==> config.mk <==
export PLATFORM = sky130hd
export DESIGN_NAME = time_code_line_sequence_check_top
export DESIGN_NICKNAME = d
export VERILOG_FILES = /design/src/rtl/tcls_pkg.sv /design/src/rtl/tcls_front.sv /design/src/rtl/tcls_queue.sv /design/src/rtl/tcls_back.sv /design/src/rtl/time_code_line_sequence_check_top.sv
export VERILOG_INCLUDE_DIRS = /design/src /design/src/rtl
export SDC_FILE = /design/constraint.sdc
export NUM_CORES = 1
export LEC_CHECK = 0
export BUFFER_PORTS_ARGS = -buffer_cell sky130_fd_sc_hd__buf_2
export CAP_MARGIN = 20
export CORE_AREA = 8 8 194 196
export DETAILED_ROUTE_END_ITERATION = 16
export DIE_AREA = 0 0 202 204
export GPL_TIMING_DRIVEN = 0
export PLACE_DENSITY_LB_ADDON = 0.1
export RECOVER_POWER = 25
export SLEW_MARGIN = 40
export SYNTH_ARGS = -nofsm -noshare
export SYNTH_HDL_FRONTEND = slang
export SYNTH_SLANG_ARGS = --single-unit
==> constraint.sdc <==
create_clock -name clk -period 6 [get_ports clk]
set_input_delay 0.6 -clock clk [delete_from_list [all_inputs] [get_ports clk]]
set_output_delay 0.6 -clock clk [all_outputs]
set_load 0.02 [all_outputs]
==> src/rtl/assert_macros.svh <==
// assertion macros for the time-code line sequence checker
// no dependencies; define NO_ASSERTIONS to compile them out
`ifndef ASSERT_MACROS_SVH
`define ASSERT_MACROS_SVH

`ifndef NO_ASSERTIONS

// property must hold at every clock edge outside reset
`define ASSERT_PROP(lbl, clk, rstn, prop, msg) \
	lbl: assert property (@(posedge clk) disable iff (!rstn) prop) else $error(msg);

// expression must never be true outside reset
`define ASSERT_NEVER(lbl, clk, rstn, expr, msg) \
	lbl: assert property (@(posedge clk) disable iff (!rstn) !(expr)) else $error(msg);

`else

`define ASSERT_PROP(lbl, clk, rstn, prop, msg)
`define ASSERT_NEVER(lbl, clk, rstn, expr, msg)

`endif

`endif

==> src/rtl/tcls_pkg.sv <==
// shared types and constants of the time-code line sequence checker
// no dependencies
`default_nettype none

package tcls_pkg;

	// character codes
	localparam logic [7:0] CHAR_DASH  = 8'h2D;
	localparam logic [7:0] CHAR_SPACE = 8'h20;

	// segment layout
	localparam int POS_W          = 6;   // holds positions up to 63
	localparam int POS_TENS       = 15;
	localparam int POS_UNITS      = 16;
	localparam int SEG_AFTER_DASH = 3;   // next position after the dash

	// seconds arithmetic
	localparam int                SEC_W     = 13;
	localparam logic [SEC_W-1:0]  SEC_BIAS  = 13'd528;  // 10*'0' + '0'
	localparam logic signed [SEC_W-1:0] ARM_LIMIT = 13'sd58;

	// result status codes
	localparam logic [1:0] ST_FIRST   = 2'd0;
	localparam logic [1:0] ST_CONSEC  = 2'd1;
	localparam logic [1:0] ST_SEQ_ERR = 2'd2;

	typedef enum logic [1:0] {
		OP_NONE,
		OP_DASH,
		OP_TAKE
	} op_kind_t;

	// one classified character, front to back
	typedef struct packed {
		op_kind_t         kind;
		logic [7:0]       ch;
		logic [7:0]       hist_hi;   // character two before the dash
		logic [7:0]       hist_lo;   // character just before the dash
		logic [POS_W-1:0] pos;
		logic             last;
		logic             dash;      // dash found on this line so far
		logic [POS_W-1:0] pad_from;  // first position left to pad with zero
	} op_t;

endpackage

`default_nettype wire

==> src/rtl/tcls_front.sv <==
// front end: accepts characters, finds the dash, assigns segment positions
// depends on tcls_pkg
`default_nettype none

module tcls_front #(
	parameter int SEGMENT_LENGTH = 20
) (
	input  wire logic        clk,
	input  wire logic        arst_n,
	input  wire logic        in_valid,
	output logic             in_stall,
	input  wire logic [7:0]  char_in,
	input  wire logic        line_end,
	input  wire logic        q_full,
	output logic             q_push,
	output tcls_pkg::op_t    q_op
);
	import tcls_pkg::*;

	localparam int CAP_W = $clog2(SEGMENT_LENGTH + 1);

	logic [15:0]      hist_q;
	logic             dash_q;
	logic [CAP_W-1:0] cap_q;

	logic             dash_next;
	logic [CAP_W-1:0] cap_next;

	assign in_stall = q_full;
	assign q_push   = in_valid && !q_full;

	always_comb begin
		q_op         = '0;
		q_op.kind    = OP_NONE;
		q_op.ch      = char_in;
		q_op.hist_hi = hist_q[15:8];
		q_op.hist_lo = hist_q[7:0];
		q_op.pos     = POS_W'(cap_q);
		q_op.last    = line_end;
		dash_next    = dash_q;
		cap_next     = cap_q;
		if (!dash_q) begin
			if (char_in == CHAR_DASH) begin
				q_op.kind = OP_DASH;
				dash_next = 1'b1;
				cap_next  = CAP_W'(SEG_AFTER_DASH);
			end
		end else if (cap_q < CAP_W'(SEGMENT_LENGTH)) begin
			q_op.kind = OP_TAKE;
			cap_next  = cap_q + CAP_W'(1);
		end
		q_op.dash     = dash_next;
		q_op.pad_from = POS_W'(cap_next);
	end

	always_ff @(posedge clk or negedge arst_n) begin
		if (!arst_n) begin
			hist_q <= '0;
			dash_q <= 1'b0;
			cap_q  <= '0;
		end else if (q_push) begin
			if (line_end) begin
				hist_q <= '0;
				dash_q <= 1'b0;
				cap_q  <= '0;
			end else begin
				hist_q <= {hist_q[7:0], char_in};
				dash_q <= dash_next;
				cap_q  <= cap_next;
			end
		end
	end

endmodule

`default_nettype wire

==> src/rtl/tcls_queue.sv <==
// two-entry queue of classified characters between front and back
// depends on tcls_pkg
`default_nettype none

module tcls_queue (
	input  wire logic           clk,
	input  wire logic           arst_n,
	input  wire logic           push,
	input  tcls_pkg::op_t       op_in,
	output logic                full,
	input  wire logic           pop,
	output logic                head_valid,
	output tcls_pkg::op_t       head
);
	import tcls_pkg::*;

	op_t        entry_q [2];
	logic       wr_q;
	logic       rd_q;
	logic [1:0] cnt_q;

	assign full       = (cnt_q == 2'd2);
	assign head_valid = (cnt_q != 2'd0);
	assign head       = entry_q[rd_q];

	always_ff @(posedge clk) begin
		if (push) begin
			entry_q[wr_q] <= op_in;
		end
	end

	always_ff @(posedge clk or negedge arst_n) begin
		if (!arst_n) begin
			wr_q  <= 1'b0;
			rd_q  <= 1'b0;
			cnt_q <= 2'd0;
		end else begin
			if (push) begin
				wr_q <= ~wr_q;
			end
			if (pop) begin
				rd_q <= ~rd_q;
			end
			case ({push, pop})
				2'b10:   cnt_q <= cnt_q + 2'd1;
				2'b01:   cnt_q <= cnt_q - 2'd1;
				default: cnt_q <= cnt_q;
			endcase
		end
	end

endmodule

`default_nettype wire

==> src/rtl/tcls_back.sv <==
// back end: segment store, per-position compare, seconds check, result register
// depends on tcls_pkg
`default_nettype none

module tcls_back #(
	parameter int SEGMENT_LENGTH = 20
) (
	input  wire logic                           clk,
	input  wire logic                           arst_n,
	input  wire logic                           high_speed,
	input  wire logic                           head_valid,
	input  tcls_pkg::op_t                       head,
	output logic                                pop,
	output logic                                out_valid,
	input  wire logic                           out_stall,
	output logic [1:0]                          status,
	output logic signed [tcls_pkg::SEC_W-1:0]   line_seconds
);
	import tcls_pkg::*;

	logic [7:0]           seg_q [SEGMENT_LENGTH];
	logic [SEC_W-1:0]     prev_sec_q;
	logic                 armed_q;
	logic                 mis_q;
	logic [7:0]           tens_q;

	logic [SEGMENT_LENGTH-1:0] en;
	logic [SEGMENT_LENGTH-1:0] diff;
	logic [7:0]                raw    [SEGMENT_LENGTH];
	logic [7:0]                stored [SEGMENT_LENGTH];

	logic [7:0]       tens_eff;
	logic [SEC_W-1:0] sec;
	logic [SEC_W-1:0] sec_new;
	logic [SEC_W-1:0] expect_sec;
	logic             mis_now;
	logic             mis_all;
	logic [1:0]       status_next;
	logic [SEC_W-1:0] secout_next;
	logic             armed_next;

	assign pop = head_valid && (!head.last || !out_valid || !out_stall);

	// one lane per segment position
	always_comb begin
		for (int p = 0; p < SEGMENT_LENGTH; p++) begin
			en[p]  = 1'b0;
			raw[p] = 8'h00;
			if (head.kind == OP_DASH && p < SEG_AFTER_DASH) begin
				en[p] = 1'b1;
				if (p == 0) begin
					raw[p] = head.hist_hi;
				end else if (p == 1) begin
					raw[p] = head.hist_lo;
				end else begin
					raw[p] = head.ch;
				end
			end else if (head.kind == OP_TAKE && head.pos == POS_W'(p)) begin
				en[p]  = 1'b1;
				raw[p] = head.ch;
			end else if (head.last && head.dash && POS_W'(p) >= head.pad_from) begin
				// past the line end the positions read as zero
				en[p]  = 1'b1;
				raw[p] = 8'h00;
			end
			stored[p] = (p == POS_TENS || p == POS_UNITS) ? CHAR_SPACE : raw[p];
			diff[p]   = en[p] && (seg_q[p] != stored[p]);
		end
	end

	always_comb begin
		tens_eff   = en[POS_TENS] ? raw[POS_TENS] : tens_q;
		sec        = (SEC_W'(tens_eff) << 3) + (SEC_W'(tens_eff) << 1)
		             + SEC_W'(raw[POS_UNITS]) - SEC_BIAS;
		expect_sec = prev_sec_q + (high_speed ? SEC_W'(1) : SEC_W'(2));
		mis_now    = armed_q && ((|diff) || (en[POS_UNITS] && expect_sec != sec));
		mis_all    = mis_q || mis_now;
		sec_new    = en[POS_UNITS] ? sec : prev_sec_q;

		status_next = ST_FIRST;
		secout_next = '0;
		armed_next  = armed_q;
		if (!head.dash) begin
			if (armed_q) begin
				status_next = ST_SEQ_ERR;
				armed_next  = 1'b0;
			end
		end else begin
			secout_next = sec_new;
			if (armed_q) begin
				if (mis_all) begin
					status_next = ST_SEQ_ERR;
					armed_next  = 1'b0;
				end else begin
					status_next = ST_CONSEC;
				end
			end else begin
				armed_next = ($signed(sec_new) < ARM_LIMIT);
			end
		end
	end

	// segment store, written only while disarmed
	always_ff @(posedge clk) begin
		if (pop && !armed_q) begin
			for (int p = 0; p < SEGMENT_LENGTH; p++) begin
				if (en[p]) begin
					seg_q[p] <= stored[p];
				end
			end
		end
	end

	always_ff @(posedge clk or negedge arst_n) begin
		if (!arst_n) begin
			prev_sec_q <= '0;
			armed_q    <= 1'b0;
			mis_q      <= 1'b0;
			tens_q     <= '0;
		end else if (pop) begin
			if (en[POS_UNITS]) begin
				prev_sec_q <= sec;
			end
			if (head.last) begin
				mis_q   <= 1'b0;
				tens_q  <= '0;
				armed_q <= armed_next;
			end else begin
				mis_q <= mis_all;
				if (en[POS_TENS]) begin
					tens_q <= raw[POS_TENS];
				end
			end
		end
	end

	always_ff @(posedge clk or negedge arst_n) begin
		if (!arst_n) begin
			out_valid <= 1'b0;
		end else if (pop && head.last) begin
			out_valid <= 1'b1;
		end else if (!out_stall) begin
			out_valid <= 1'b0;
		end
	end

	always_ff @(posedge clk) begin
		if (pop && head.last) begin
			status       <= status_next;
			line_seconds <= secout_next;
		end
	end

endmodule

`default_nettype wire

==> src/rtl/time_code_line_sequence_check_top.sv <==
// time-code line sequence checker: one character accepted per cycle, back to back, while the queue is not full
// the result of a line is registered in the back end when its last character leaves the queue
// throughput: one character per cycle; the front stalls only when the two-entry queue is full
// the back stalls only while a finished result waits on out_stall
// reset: asynchronous, clears line state, armed flag, kept seconds; high_speed resets to 1
// the kept segment store has no reset and is filled by the first captured line
`default_nettype none

`include "assert_macros.svh"

module time_code_line_sequence_check_top #(
	parameter int SEGMENT_LENGTH = 20
) (
	input  wire logic                          clk,
	input  wire logic                          arst_n,
	// character input
	input  wire logic                          in_valid,
	output logic                               in_stall,
	input  wire logic [7:0]                    char_in,
	input  wire logic                          line_end,
	// result output
	output logic                               out_valid,
	input  wire logic                          out_stall,
	output logic [1:0]                         status,
	output logic signed [tcls_pkg::SEC_W-1:0]  line_seconds,
	// configuration write
	input  wire logic                          cfg_valid,
	output logic                               cfg_ready,
	input  wire logic                          high_speed
);
	import tcls_pkg::*;

	// baud-rate selection, one or two second step
	logic high_speed_q;

	// front to queue request
	logic q_push;
	logic q_full;
	op_t  q_op;

	// queue to back request
	logic q_head_valid;
	logic q_pop;
	op_t  q_head;

	// configuration is always taken
	assign cfg_ready = 1'b1;

	always_ff @(posedge clk or negedge arst_n) begin
		if (!arst_n) begin
			high_speed_q <= 1'b1;
		end else if (cfg_valid && cfg_ready) begin
			high_speed_q <= high_speed;
		end
	end

	// classify characters and assign segment positions
	tcls_front #(
		.SEGMENT_LENGTH (SEGMENT_LENGTH)
	) u_front (
		.clk      (clk),
		.arst_n   (arst_n),
		.in_valid (in_valid),
		.in_stall (in_stall),
		.char_in  (char_in),
		.line_end (line_end),
		.q_full   (q_full),
		.q_push   (q_push),
		.q_op     (q_op)
	);

	// short queue so front and back stall independently
	tcls_queue u_queue (
		.clk        (clk),
		.arst_n     (arst_n),
		.push       (q_push),
		.op_in      (q_op),
		.full       (q_full),
		.pop        (q_pop),
		.head_valid (q_head_valid),
		.head       (q_head)
	);

	// compare against the kept segment and seconds, produce results
	tcls_back #(
		.SEGMENT_LENGTH (SEGMENT_LENGTH)
	) u_back (
		.clk          (clk),
		.arst_n       (arst_n),
		.high_speed   (high_speed_q),
		.head_valid   (q_head_valid),
		.head         (q_head),
		.pop          (q_pop),
		.out_valid    (out_valid),
		.out_stall    (out_stall),
		.status       (status),
		.line_seconds (line_seconds)
	);

	// a new result only comes from a line end leaving the queue
	`ASSERT_PROP(a_result_from_line_end, clk, arst_n, (out_valid && !$past(out_valid)) |-> $past(q_pop && q_head.last), "result without a line end")
	// a line end never overwrites a waiting result
	`ASSERT_PROP(a_no_result_overwrite, clk, arst_n, (q_pop && q_head.last) |-> !(out_valid && out_stall), "waiting result overwritten")
	// ordinary characters leave a waiting result untouched
	`ASSERT_PROP(a_char_keeps_result, clk, arst_n, (q_pop && !q_head.last && out_valid && out_stall) |=> ($stable(status) && $stable(line_seconds)), "result changed by a character")
	// status is one of the three defined codes
	`ASSERT_NEVER(a_status_code, clk, arst_n, out_valid && status != ST_FIRST && status != ST_CONSEC && status != ST_SEQ_ERR, "undefined status code")

endmodule

`default_nettype wire
Yosys cells after proc, flatten, opt, wreduce, memory -nomap -nowiden
Memory sizes are Yosys's and may differ from the RTL's. Index checks and enable logic that the tools add are counted.

Register bits after elaboration: 66. Memory bits (writable): 236. Memories: 2.

Memory list: u_back.seg_q (words 20, width 8, rd ports 20, clocked after memory_dff 0, wr ports 20, RTL line tcls_back.sv:21) `logic [7:0] seg_q [SEGMENT_LENGTH];`; u_queue.entry_q (words 2, width 38, rd ports 1, clocked after memory_dff 0, wr ports 1, RTL line tcls_queue.sv:17) `op_t entry_q [2];`.

Add/sub/neg operators: 7. Magnitude comparators: 22. Equal/unequal tests: 47. Mux-type cells: 154. Bitwise gates (word level): 2. Reduce and logical (&&, ||, !) cells: 81.

Operators with widths (count): two-way mux 8 bit (25); inequality test 8 bit (18); two-way mux 1 bit (115); logical AND 1 bit (67); == test 6 x 4 -> 1 bit (second input constant) (8); >= comparator 4 x 6 -> 1 bit (first input constant) (8); == test 6 x 3 -> 1 bit (second input constant) (4); == test 6 x 5 -> 1 bit (second input constant) (4); >= comparator 3 x 6 -> 1 bit (first input constant) (4); >= comparator 5 x 6 -> 1 bit (first input constant) (4); two-way mux 5 bit (4); OR reduction 20 bit (1); two-way mux 16 bit (1); inequality test 8 x 6 -> 1 bit (second input constant) (2); two-way mux 2 bit (7); adder 13 bit (1); adder 13 x 8 -> 13 bit (1); < comparator 13 x 7 -> 1 bit (second input constant) (1); two-way mux 13 bit (1); inequality test 13 bit (1); subtractor 13 x 10 -> 13 bit (second input constant) (1); adder 11 x 9 -> 12 bit (1); == test 6 x 2 -> 1 bit (second input constant) (2); >= comparator 1 x 6 -> 1 bit (first input constant) (2); 17 further kinds (30).

Logic depth before layout (Yosys ltp)
An unclocked memory read counts as a cell.

Depth after elaboration: 17. Gate-level depth with buffers: 27. Depth with buffers taken out: 22.

Hierarchy
Synthesis repeated with hierarchy kept, for this count alone.

Cells, all modules: 1487. Area total of the unflattened synthesis: 16163.0 sq um.

Modules (own cells, without submodules): tcls_back (times used 1, cells an instance 1204, area each 11628.7 sq um, seq. area each 5375.2 sq um); tcls_queue (times used 1, cells an instance 141, area each 3276.9 sq um, seq. area each 2502.4 sq um); tcls_front (times used 1, cells an instance 138, area each 1204.9 sq um, seq. area each 550.5 sq um); time_code_line_sequence_check_top (times used 1, cells an instance 4, area each 52.6 sq um, seq. area each 26.3 sq um).

Least setup slack after synthesis
OpenSTA, ideal clock, no wires.

Kind: register to register. From: reg u_queue.rd_q. To: reg u_back.status[1], data pin. Library setup time: 254 ps. Arrival: 5910 ps. Slack: -164 ps. Stages on the path, launching flop included: 27. Buffers on the path: 4. Period minus slack after synthesis: 6164 ps. Cells stage by stage: dfrtp_1 buf_2 clkbuf_1 nand4bb_1 and2_1 clkbuf_1 clkbuf_1 nand2_1 o21ai_0 ha_1 fa_1 a21o_1 a21o_1 xnor2_1 xnor2_1 ha_1 inv_1 ha_1 nor2_1 nor2_1 a311o_1 xor2_1 xnor2_1 or4_1 o41a_1 or3_4 o21a_1.

Word-level cells in the longest chain between the ends: 17. Elaborated cells on any way between the ends: 201. Those cells by class: add/sub: 3; order compare: 20; eq/ne: 40; mux: 70; reduce/logical: 67; memory: 1.

RTL lines: from (decl) (RTL line tcls_queue.sv:19) `logic rd_q;`; from (signal assigned) (RTL line tcls_queue.sv:42) `rd_q <= ~rd_q;`; memory read (2 x 38 bit) (*); >= comparator 4 x 6 -> 1 bit / logical AND 1 bit (equally long branches) (RTL line tcls_back.sv:61) `end else if (head.last && head.dash && POS_W'(p) >= head.pad_from) begin`; logical AND 1 bit (RTL line tcls_back.sv:61); two-way mux 1 bit (RTL line tcls_back.sv:61); two-way mux 1 bit (RTL line tcls_back.sv:58) `end else if (head.kind == OP_TAKE && head.pos == POS_W'(p)) begin`; two-way mux 8 bit (RTL line tcls_back.sv:72) `tens_eff = en[POS_TENS] ? raw[POS_TENS] : tens_q;`; adder 11 x 9 -> 12 bit (RTL line tcls_back.sv:73) `sec = (SEC_W'(tens_eff) << 3) + (SEC_W'(tens_eff) << 1)`; adder 13 x 8 -> 13 bit (RTL line tcls_back.sv:74) `+ SEC_W'(raw[POS_UNITS]) - SEC_BIAS;`; [... 2 more ...]; logical AND 1 bit (RTL line tcls_back.sv:76) `mis_now = armed_q && ((|diff) || (en[POS_UNITS] && expect_sec != sec));`; logical OR 1 bit (RTL line tcls_back.sv:76); logical AND 1 bit (RTL line tcls_back.sv:76); logical OR 1 bit (RTL line tcls_back.sv:77) `mis_all = mis_q || mis_now;`; two-way mux 2 bit (RTL line tcls_back.sv:91) `if (mis_all) begin`; two-way mux 2 bit (RTL line tcls_back.sv:90) `if (armed_q) begin`; two-way mux 2 bit (*) (RTL line tcls_back.sv:83) `if (!head.dash) begin`; via u_back.status_next[1] (RTL line tcls_back.sv:38) `logic [1:0] status_next;`; to (signal assigned) (RTL line tcls_back.sv:149) `status <= status_next;`; to (decl) (RTL line tcls_back.sv:16) `output logic [1:0] status,`.

The timed path passes the listed nets; every way through them passes the cells marked *. A chain may end at the register's enable or synchronous reset.

Worst setup path in the final report
Same ends and word-level chain as after synthesis.

==> impl_metrics.yaml <==
synth:
  ys_ff_latch: 286
  yosys.area.top_type: "edfxtp_1"
  async_flop_share: 0.1783
  synth-edff-count: 235
  synth_top_cells_by_area: "edfxtp_1 (43%), dfrtp_1 (7.6%), xnor2_1 (5.4%), nor2_1 (5.4%), o21ai_0 (3.0%)"
  synth_warnings: 0
  synthFlopType: "edfxtp_1"
  yosys.area.top_type_share: 0.4304
  synth_compound_area_frac: 0.1572
  muxShareOfSynthArea: 0.03533
  avgSynthCellArea_sq_um: 10.29
  synth_cell_types: 87
  synth_nets: 1637
  yosys.area_share.simple: 0.1771
  synthCells: 1593
  netlist_area_sq_um: 16400
  synth_xor_area_frac: 0.06601
  synth_top_family_by_area: "simple AND/OR/NAND/NOR gates"
  yosysSeqAreaShare: 0.5083
  synth-adder-area-share: 0.02350
grt:
  antenna_found_initial: 1
  grt_pass1_vias: 12910
  grt-ovfl-total: 0
  grt_pass1_wl_um: 82720
  grt_max_degree: 52
  grt.total_usage: 0.2625
route:
  via_count: 13890
  finalWirelength_um: 55620
  wire_per_inst_um: 25.58
  drt_iter0_markers: 1853
  drt-pass1-iter-count: 7
  drc: 0
  drt.antenna.violating_nets: 0
  viasPerCell: 6.391
clock_tree:
  htree_levels: 2
  numCtsBuffers: 34
  hold_buffers: 0
  clkTransAtPathRegs_ns: 0.06
  clockBufferDepth: 3
  cts_sinks: 286
  worstSkewPairLatency_ns: 0.54
  cts_tree: "built"
  cts-root-buf: "clkbuf_16"
worst_setup_path:
  cp_max_fo: 5
  cpPeakStageDelay_ns: 0.47
  cpMostUsedCell: "xnor2_1"
  crit_slowest_cell: "dfrtp_2"
  r2r_slack_ns: -0.02
  crit_type: "flop to flop"
  startpoint_type: "flop"
  path_delay_family: "compound AO/OA/AOI/OAI gates"
  worstPathArrival_ns: 6.31
  cp-end-kind: "flop"
  worst-path-buf-inv: 3
  cp.required_ns: 6.29
  path_cells: "or3b_4, a222oi_1, buf_4, clkbuf_16, o21ai_4, ha_4, fa_2, a21o_1, a21o_1, xnor2_1, xnor2_1, ha_1, inv_2, ha_4, a21oi_2, nor2_1, a311o_1, xor2_2, xnor2_1, or4_1, o41a_1, or3_4, o21a_1"
timing:
  maxSlewViolCount: 52
  min_period_ns: 6.019
  tns_ns: -0.01891
  final-hold-violation-count: 0
  rsz0062_at_grt: "yes"
  finalCritPeriodShare: 1.003
  slew-limit-headroom: -1.022
  worstMarginPinSlew_ns: 3.033
  fmax_ghz: 0.1661
  skew_ns: 0.02520
  setup_viol: 1
  fin_ws_ns: -0.01891
power_and_ir_drop:
  powerDensity_nw_per_um2: 481.2
  switching_power_w: 0.003836
  clkPwrFrac: 0.234
  ir_drop_mv: 0.2384
  swShare: 0.4233
  p_leak_nw: 6.751
  p_total_w: 0.009061
  seq_power_share: 0.348
  intPower_w: 0.005225
  p_comb_frac: 0.418
placement:
  port_buffers: 31
  dp_hpwl_um: 40780
  place_congestion: 0.9901
  place_area_sq_um: 17340
die:
  chipWidth_um: 202
  die_y_um: 204
  start_util: 0.4713
  die-area_sq_um: 41210
  rows: 69
  io_pins: 33
  coreArea_sq_um: 34790
final_layout:
  nets: 1729
  finalInstanceArea_sq_um: 18830
  drive_gt1_frac: 0.1198
  area_growth_pct: 14.84
  n_fill_cell: 3165
run:
  max-cap-violations: 1
worst_hold_path:
  hold_class: "input pin to flop"
status:
  violations: "max-capacitance violations, max-slew violations, negative setup slack"
  outcome: "finished with violations"
-- path summary, 6_finish.rpt --
| kind | startpoint | end | cells past startpoint |
|---|---|---|---|
| min in group asynchronous | arst_n | u_back.prev_sec_q[5] | 1 |
| max in group asynchronous | arst_n | u_queue.rd_q | 1 |
| worst min register to register | u_front.hist_q[12] | u_queue.entry_q[1][24] | 0 |
| worst max register to register | u_queue.rd_q | u_back.status[1] | 23 |
| worst min-delay path | cfg_valid | high_speed_q | 2 |
| worst max-delay path | u_queue.rd_q | u_back.status[1] | 23 |
-- kinds of logic (layout without fill, tap and decap cells) --
family / after synthesis / count (layout)
multiplexers: 54 / 54
adder cells (fa/ha/maj): 29 / 29
XOR/XNOR: 122 / 122
flip-flops: 286 / 286
other: 1 / 3
AND/OR/NAND/NOR: 597 / 597
AO/OA/AOI/OAI: 374 / 374
buffers and inverters: 130 / 248
-- what timing repair did --
| action | 4_1_cts | 5_1_grt |
|---|---|---|
| buffers inserted | 7 | 13 |
| gates resized for setup | 46 | 12 |
| pin swaps | 8 | 6 |
| setup endpoints to repair | 14 | 3 |
| cloned | 0 | 1 |
-- Yosys cell counts (all sizes together) (19+ instances only) --
| cell type | n |
|---|---|
| a211oi | 19 |
| a21oi | 52 |
| a31oi | 31 |
| buf | 37 |
| clkbuf | 51 |
| dfrtp | 50 |
| edfxtp | 235 |
| ha | 26 |
| inv | 41 |
| mux2i | 36 |
| nand2 | 128 |
| nand2b | 26 |
| nand3 | 42 |
| nand3b | 19 |
| nor2 | 236 |
| nor3 | 22 |
| nor4 | 25 |
| o21ai | 98 |
| xnor2 | 102 |
| xor2 | 19 |
-- area by class of cell --
class	count	area, sq um	share of cell area
Antenna cell	2	5.005	0.0002658
Buffer	75	414.1	0.02199
Clock buffer	44	949.7	0.05043
Clock inverter	18	197.7	0.01050
Inverter	42	162.7	0.008638
Multi-Input combinational cell	1177	7767	0.4125
Sequential cell	286	8335	0.4427
Tap cell	461	576.8	0.03063
Timing Repair Buffer	69	421.7	0.02239
-- power groups by stage --
stage | sequential (W) | combinational [W] | clock (W)
after global placement | 0.00316 | 0.00359 | 0
after CTS | 0.00314 | 0.00369 | 0.00215
after detailed placement | 0.00316 | 0.00369 | 0
after global routing | 0.00320 | 0.00399 | 0.00221
final | 0.00315 | 0.00378 | 0.00212
after floorplan | 0.00310 | 0.00225 | 0
-- per-layer routing --
metal	part of all wire	GRT usage	wire (um)
met1	0.44	0.3724	24410
met2	0.44	0.3957	24440
met3	0.088	0.05183	4912
met4	0.033	0.09392	1838
met5	0.00025	0	14
-- state kept, by name, indices dropped and copies added, names as in the netlist, 2 cells and up --
name,flops
u_back.prev_sec_q,13
u_front.cap_q,5
u_back.seg_q,144
u_queue.entry_q,76
u_queue.cnt_q,2
u_back.line_seconds,13
u_back.tens_q,8
u_back.status,2
u_front.hist_q,16
-- cells in the final DEF (no fill, tap or decap), drive strengths merged, types with 12 or more instances in the layout --
cell type,n
a21oi,52
a222oi,16
or3b,12
nand3b,19
nand2,128
o22ai,18
nor3,22
nand4,14
dfrtp,50
o21ai,98
nor2,236
nand3,42
a22oi,15
a31oi,31
mux2i,36
mux2,18
nor4,25
a22o,18
xnor2,102
a221oi,13
buf,70
ha,26
xor2,19
edfxtp,235
nand2b,26
inv,45
a211oi,19
clkbuf,117
-- through the flow --
step / setup slack [ns] / hold WS [ns] / cells / util
2_1_floorplan: 0.002332 / 0.3044 / 1593 / -
3_3_place_gp: -1.938 / 0.4498 / 2085 / 0.4934
3_5_place_dp: -1.657 / 0.4549 / 2097 / 0.4984
4_1_cts: 0.002858 / 0.1260 / 2154 / 0.5362
5_1_grt: -0.1578 / 0.2338 / 2172 / 0.5411
6_report: -0.01891 / 0.2201 / 2174 / 0.5412
Power figures use the tool's default switching activity.
